<file path="src/mvle_ram.sv">
module mvle_ram #(
	parameter int Width = 8,
	parameter int Depth = 16
) (
	input  logic                     clk,
	input  logic                     we,
	input  logic [$clog2(Depth)-1:0] waddr,
	input  logic [Width-1:0]         wdata,
	input  logic [$clog2(Depth)-1:0] raddr,
	output logic [Width-1:0]         rdata
);
	logic [Width-1:0] mem_q [Depth];

	always_ff @(posedge clk) begin
		if (we) begin
			mem_q[waddr] <= wdata;
		end
		rdata <= mem_q[raddr];
	end
endmodule

</file>
<file path="config.mk">
export PLATFORM = sky130hd
export DESIGN_NAME = mvle_ram
export DESIGN_NICKNAME = d
export VERILOG_FILES = /design/src/mvle_ram.sv
export SDC_FILE = /design/constraint.sdc
export NUM_CORES = 1
export LEC_CHECK = 0
export BUFFER_PORTS_ARGS = -buffer_cell sky130_fd_sc_hd__buf_2
export CAP_MARGIN = 20
export CORE_MARGIN = 1.5
export CORE_UTILIZATION = 30
export DETAILED_ROUTE_END_ITERATION = 12
export GPL_ROUTABILITY_DRIVEN = 0
export GPL_TIMING_DRIVEN = 0
export SYNTH_ARGS = -nofsm -noshare
export SYNTH_HDL_FRONTEND = slang
export SYNTH_SLANG_ARGS = --single-unit
</file>
<file path="constraint.sdc">
create_clock -name clk -period 1.7 [get_ports clk]
set_input_delay 0.17 -clock clk [delete_from_list [all_inputs] [get_ports clk]]
set_output_delay 0.17 -clock clk [all_outputs]
set_load 0.005 [all_outputs]
</file>
==> summary.txt, run 1 <==
Run status
  • Status: completed

Worst setup path
  • Worst path slowest cell: nor2_1
  • Crit path capture type: flop
  • R2R Path Start: mem_q[2][5]$_DFFE_PP_
  • CP max stage delay: 0.70 ns
  • Register-to-register setup slack: 0.32 ns
  • Crit path required time: 1.73 ns
  • CP arrival: 1.53 ns
  • Crit path kind: input port to flop
  • Worst-path cell chain: buf_2 -> or3b_2 -> nor2_1
  • CP Launch Type: input port
  • R2R depth: 3
  • Critical Path End: mem_q[3][3]$_DFFE_PP_
  • Worst path depth: 3
  • CP startpoint: waddr[2]
  • CP delay by family, top: simple AND/OR/NAND/NOR gates
  • Buffers and inverters on the worst path: 1
  • CP max FO: 8
  • Worst flop-to-flop path endpoint: rdata[5]$_DFF_P_

Global routing
  • Initial antenna violation count: 0
  • First-pass GRT wire length: 15500 um
  • Largest net degree at the start of global routing: 17
  • Total GRT Usage: 12.4%
  • Total grt overflow: 0
  • Vias in the first global route: 2494

Synth
  • Library cells used by synthesis: 19
  • Ys flop type: edfxtp_1
  • Most instantiated cells after synthesis: edfxtp_1 (128), mux4_2 (18), a22oi_1 (16)
  • Syn Inst Count: 229
  • Largest cells by area after synthesis: edfxtp_1 (75%), mux4_2 (7.9%), mux4_1 (7.1%)
  • Largest area contributor in the netlist: edfxtp_1
  • Xor/xnor cell area share of the yosys netlist: 0%
  • Synth Area in Simple Gates: 3.18%
  • Count leader, synth: edfxtp_1
  • Seq/Total Area, Yosys: 77.8%
  • Post-synthesis compound-gate area fraction: 2.33%
  • Netlist Area Pre-Place: 5150 um2
  • Multiplexer area fraction after synthesis: 15.0%
  • Syn nets: 247
  • Syn. warnings: 0
  • Async S/R FF share, synth: 0%
  • Synth top area share: 74.7%
  • Avg Cell Area, Syn: 22.5 um2
  • Synthesis-stage register bit count: 136
  • Number of synthesized flops with an enable pin: 128
  • Synth Area in Adders: 0%
  • Largest family of logic cells by synthesized area: multiplexers

STA
  • Hold slack: 0.162 ns
  • Setup Skew: 0.00449 ns
  • Worst slew pin tran: 0.889 ns
  • Fmax: 0.667 GHz
  • Slew Limit Headroom: 40.5%
  • Final Setup Violations: 0
  • Final hold violation count: 0
  • Clock period minus worst slack: 1.50 ns
  • Slew Viols, Final: 0
  • Unrepaired setup endpoints after global routing: no
  • Final period util: 88.1%

Power and ir drop
  • Clock Power Share: 48.2%
  • Comb pwr share: 4.5%
  • PwrDens: 1290 nW/um2
  • P_sw: 1490 uW
  • VDD IR max: 0.724 mV
  • Flop pwr share: 47.3%
  • Switching Share: 18.7%
  • Internal: 6480 uW
  • Leak pwr: 0.00206 uW

Layout
  • Final cell count without fillers: 508
  • Multi-input logic area: 1060 um2
  • Area added between synthesis and finish: 20.2%
  • Final core utilization: 37.0%
  • Fill cells: 1545
  • Final #Nets: 294
  • Sequential cell area: 4000 um2
  • Share of layout cells above drive strength 1: 28.8%
  • ANT cells: 0

Detailed routing
  • Via-per-instance ratio: 4.75
  • DRC Markers: 0
  • Drt pass-1 iters: 5
  • Iteration-0 DRC Markers: 296
  • Wirelength per Cell: 20.4 um
  • Detailed-route via count: 2415
  • Routed wire length: 10400 um
  • Final ANT Viol Nets: 0

Die
  • Core area: 16700 um2
  • Die Ht: 134 um
  • Die area: 18000 um2
  • # rows: 47
  • Initial Util: 30.8%
  • Die width: 134 um
  • # IOs: 26

Clock network
  • H-tree depth: 4
  • CTS Buf Count: 17
  • Clock Latency Late Sink: 0.41 ns
  • Setup Fix Bufs, Post-CTS: 0
  • Clk slew on worst S/H paths: 0.05 ns
  • CTS Buffer Depth: 2
  • Post-CTS sizing: 0
  • Clk root buf: clkbuf_16
  • CTS tree: built
  • Clock sinks: 136
  • Hold_buf cts: 0

Placement
  • Buffers on Ports: 24
  • DP HPWL: 6720 um
  • Dpl cells: 477

Hold path
  • Hold Crit Class: input port to flop

Run
  • Max-cap viol count: 0
cells in the final DEF (no fill, tap or decap):
cell type	count
nand2_1	9
nand2b_1	2
and2_1	1
clkbuf_16	17
buf_4	4
clkbuf_1	4
buf_2	28
dfxtp_1	8
mux4_1	14
and2b_1	1
bufinv_16	5
or3b_2	1
clkdlybuf4s25_2	3
a22oi_1	16
nand3_1	1
clkinv_1	1
nor3_1	4
nand3b_1	2
mux4_2	18
edfxtp_1	128
nor2_1	13
clkinv_2	3
buf_6	3
nor2b_1	1
clkinvlp_4	1
power by group through the flow:
| stage | Clock [uW] | Sequential [uW] | Combinational, uW |
|---|---|---|---|
| 2_1_floorplan | 0 | 3840 | 190 |
| 3_3_place_gp | 0 | 3830 | 358 |
| 3_5_place_dp | 0 | 3840 | 369 |
| 4_1_cts | 3910 | 3770 | 369 |
| 5_1_grt | 4020 | 3770 | 394 |
| 6_report | 3840 | 3770 | 359 |
metal layers:
metal	wire length [um]	track usage (%)
met3	812	4.42
met5	0	0
met1	4530	17.2
met2	4930	18.4
met4	76	3.44
how the worst min path moves through the flow:
stage                          start                endpoint  slack, ns  cells past startpoint
floorplan                   wdata[0]   mem_q[0][0]$_DFFE_PP_       0.27                      0
global placement    rdata[1]$_DFF_P_                rdata[1]       0.56                      1
detailed placement  rdata[3]$_DFF_P_                rdata[3]       0.55                      1
CTS                         wdata[0]  mem_q[11][0]$_DFFE_PP_       0.15                      1
global route                wdata[7]  mem_q[10][7]$_DFFE_PP_       0.16                      1
finish                      wdata[0]   mem_q[2][0]$_DFFE_PP_       0.16                      1
logic make-up (layout without fill, tap and decap cells):
family | Yosys count | in the layout
AOI/OAI and AO/OA | 16 | 16
muxes | 32 | 32
DFF | 136 | 136
buffers and inverters | 10 | 69
and+or+nand+nor | 35 | 35
sequential cells by signal, indices dropped and copies added, names as in the netlist:
register / count
mem_q: 128
rdata: 8
area by class of cell:
class	count	area share, %
clock buffers	21	7.12
plain buffers	10	1.40
multi-input cells	83	17.1
flip-flops and latches	136	64.7
well taps	220	4.45
repair buffers	28	2.39
clock inverters	10	2.85
through the flow:
step | area, um2 | power (uW) | setup TNS (ns) | setup WS [ns]
after floorplan | 5150 | 4030 | 0 | 0.0371
after global placement | 5540 | 4190 | -14.10 | -0.578
after detailed placement | 5570 | 4210 | -5.62 | -0.254
after CTS | 6190 | 8040 | 0 | 0.181
after global routing | 6190 | 8190 | 0 | 0.150
final | 6190 | 7970 | 0 | 0.202
No activity file was read; power rests on OpenSTA's default activity.
==> run 2: changes to the inputs <==
--- a/config.mk
+++ b/config.mk
@@ -12,6 +12,7 @@
 export DETAILED_ROUTE_END_ITERATION = 12
 export GPL_ROUTABILITY_DRIVEN = 0
 export GPL_TIMING_DRIVEN = 0
+export RECOVER_POWER = 100
 export SYNTH_ARGS = -nofsm -noshare
 export SYNTH_HDL_FRONTEND = slang
 export SYNTH_SLANG_ARGS = --single-unit
==> run 2 against run 1 <==
  * Design area fell by 0.51%
  * Count of clock-buffer cells in the layout unchanged
  * Total power about the same
  * Wire length fell by 0.31%
  * Worst hold slack better by 0.054 ns
  * Highest routed layer unchanged
  * Register-to-register slack is essentially flat
  * Sequential cell count is the same
  * Via count decreased by 0.46%
==> summary.txt, run 2 (synthesis results as in run 1) <==
Detailed routing
  • Drt pass-1 iters: 4 (-1)
  • Wirelength per Cell: 20.3 um (-0.31%)
  • Detailed-route via count: 2404 (-0.46%)
  • DRC Markers: 0 (unchanged)
  • Iteration-0 DRC Markers: 255 (-14%)
  • Routed wire length: 10300 um (-0.31%)
  • Final ANT Viol Nets: 0 (unchanged)
  • Via-per-instance ratio: 4.73 (-0.46%)

STA
  • Final Setup Violations: 0 (unchanged)
  • Setup Skew: 0.00910 ns (+0.00461 ns)
  • Final hold violation count: 0 (unchanged)
  • Unrepaired setup endpoints after global routing: no
  • Hold slack: 0.216 ns (+0.0540 ns)
  • Worst slew pin tran: 0.860 ns (-0.0286 ns)
  • Final period util: 87.8% (-0.36 points)
  • Slew Limit Headroom: 42.4% (+1.9 points)
  • Clock period minus worst slack: 1.49 ns (-0.00613 ns)
  • Fmax: 0.670 GHz (+0.41%)
  • Slew Viols, Final: 0 (unchanged)
  • Fin Setup TNS: 0 ns (unchanged)

Layout
  • Register name with the most flops: mem_q
  • ANT cells: 0 (unchanged)
  • Fill cells: 1544 (-0.065%)
  • Most frequent cells in the layout: edfxtp_1 (128), clkbuf_1 (23), mux4_2 (18)
  • Final cell count without fillers: 508 (unchanged)
  • Largest registers: mem_q (128), rdata (8)
  • Max reg flops: 128 (unchanged)
  • Final #Nets: 294 (unchanged)
  • Share of layout cells above drive strength 1: 22.2% (-6.6 points)
  • Most common cell after layout, fill and taps aside: edfxtp_1
  • Area added between synthesis and finish: 19.6%

Worst setup path
  • R2R Path Start: mem_q[0][5]$_DFFE_PP_
  • Register-to-register setup slack: 0.31 ns (about the same)
  • Crit path required time: 1.73 ns (about the same)
  • CP Launch Type: input port
  • Worst flop-to-flop path endpoint: rdata[5]$_DFF_P_
  • CP max FO: 8 (unchanged)
  • CP arrival: 1.52 ns (about the same)
  • Crit path kind: input port to flop
  • R2R depth: 3 (unchanged)
  • Crit path capture type: flop

Die
  • Die Ht: 134 um (unchanged)
  • Die width: 134 um (unchanged)
  • Initial Util: 30.8% (unchanged)
  • Die area: 18000 um2 (unchanged)
  • # IOs: 26 (unchanged)
  • Core area: 16700 um2 (unchanged)
  • # rows: 47 (unchanged)

Power and ir drop
  • Leak pwr: 0.00200 uW (-2.9%)
  • VDD IR max: 0.723 mV (-0.14%)
  • PwrDens: 1290 nW/um2 (+0.45%)

Clock network
  • Hold_buf cts: 0 (unchanged)
  • Post-CTS sizing: 0 (unchanged)
  • H-tree depth: 4 (unchanged)
  • Clock sinks: 136 (unchanged)
  • CTS Buf Count: 17 (unchanged)
  • Clk root buf: clkbuf_16
  • Clk slew on worst S/H paths: 0.05 ns (about the same)
  • Setup Fix Bufs, Post-CTS: 0 (unchanged)
  • CTS tree: built
  • CTS Buffer Depth: 2 (unchanged)
  • Clock Latency Late Sink: 0.41 ns (about the same)

Placement
  • Buffers on Ports: 24 (unchanged)
  • DP HPWL: 6720 um (unchanged)
  • Dpl cells: 477 (unchanged)

Global routing
  • Largest net degree at the start of global routing: 17 (unchanged)
  • First-pass GRT wire length: 15500 um (unchanged)
  • Total grt overflow: 0 (unchanged)
  • Total GRT Usage: 12.4% (unchanged)
  • Vias in the first global route: 2494 (unchanged)
  • Initial antenna violation count: 0 (unchanged)

Hold path
  • Min-Delay Endpoint: mem_q[4][5]$_DFFE_PP_
  • Worst min-delay path startpoint: waddr[0]
  • Hold Crit Class: input port to flop
  • Hold-critical path depth: 2 (+1)

Run
  • Max-cap viol count: 0 (unchanged)

Run status
  • Status: completed
==> run 2: per-stage QoR <==
step	total power, uW	worst slack (ns)	area (um2)	utilization, %
finish	7970	0.208	6160	36.9
global route	8180	0.124	6160	36.9
CTS	8040	0.181	6190	37.0
detailed placement	4210	-0.254	5570	33.4
global placement	4190	-0.578	5540	33.2
floorplan	4030	0.0371	5150	-
==> run 2: where the power goes <==
part	total [uW]	internal, uW	switching [uW]
clock	3850	2580	1270
sequential	3770	3750	16.6
combinational	352	142	210
==> run 2: cell type report <==
type	count	area [um2]	share of cell area, %
Clock buffer	21	440	7.15
Timing Repair Buffer	28	116	1.89
Buffer	10	86.3	1.40
Sequential cell	136	4000	65.0
Tap cell	220	275	4.47
Clock inverter	10	176	2.87
Multi-Input combinational cell	83	1060	17.2
==> run 2: routing by layer <==
layer	vias to the layer above	part of all wire, %	GRT usage [%]	wire (um)
li1	1076	-	-	-
met2	89	47	18.4	4870
met1	1233	43	17.2	4470
met3	6	8.7	4.42	902
met4	0	0.64	3.44	66
met5	-	0	0	0
==> run 2: worst max-delay path, cell delays in order <==
cell and delay [ns]:
clkbuf_1 0.13, or3b_2 0.53, nor2_1 0.68
==> run 2: how the worst max path moves through the flow <==
stage | start | to | slack (ns) | cells past startpoint
detailed placement | waddr[2] | mem_q[3][7]$_DFFE_PP_ | -0.25 | 3
floorplan | waddr[2] | mem_q[0][0]$_DFFE_PP_ | 0.04 | 2
finish | we | mem_q[3][3]$_DFFE_PP_ | 0.21 | 3
CTS | waddr[2] | mem_q[3][3]$_DFFE_PP_ | 0.18 | 3
global placement | waddr[2] | mem_q[0][7]$_DFFE_PP_ | -0.58 | 3
global route | we | mem_q[3][3]$_DFFE_PP_ | 0.12 | 3
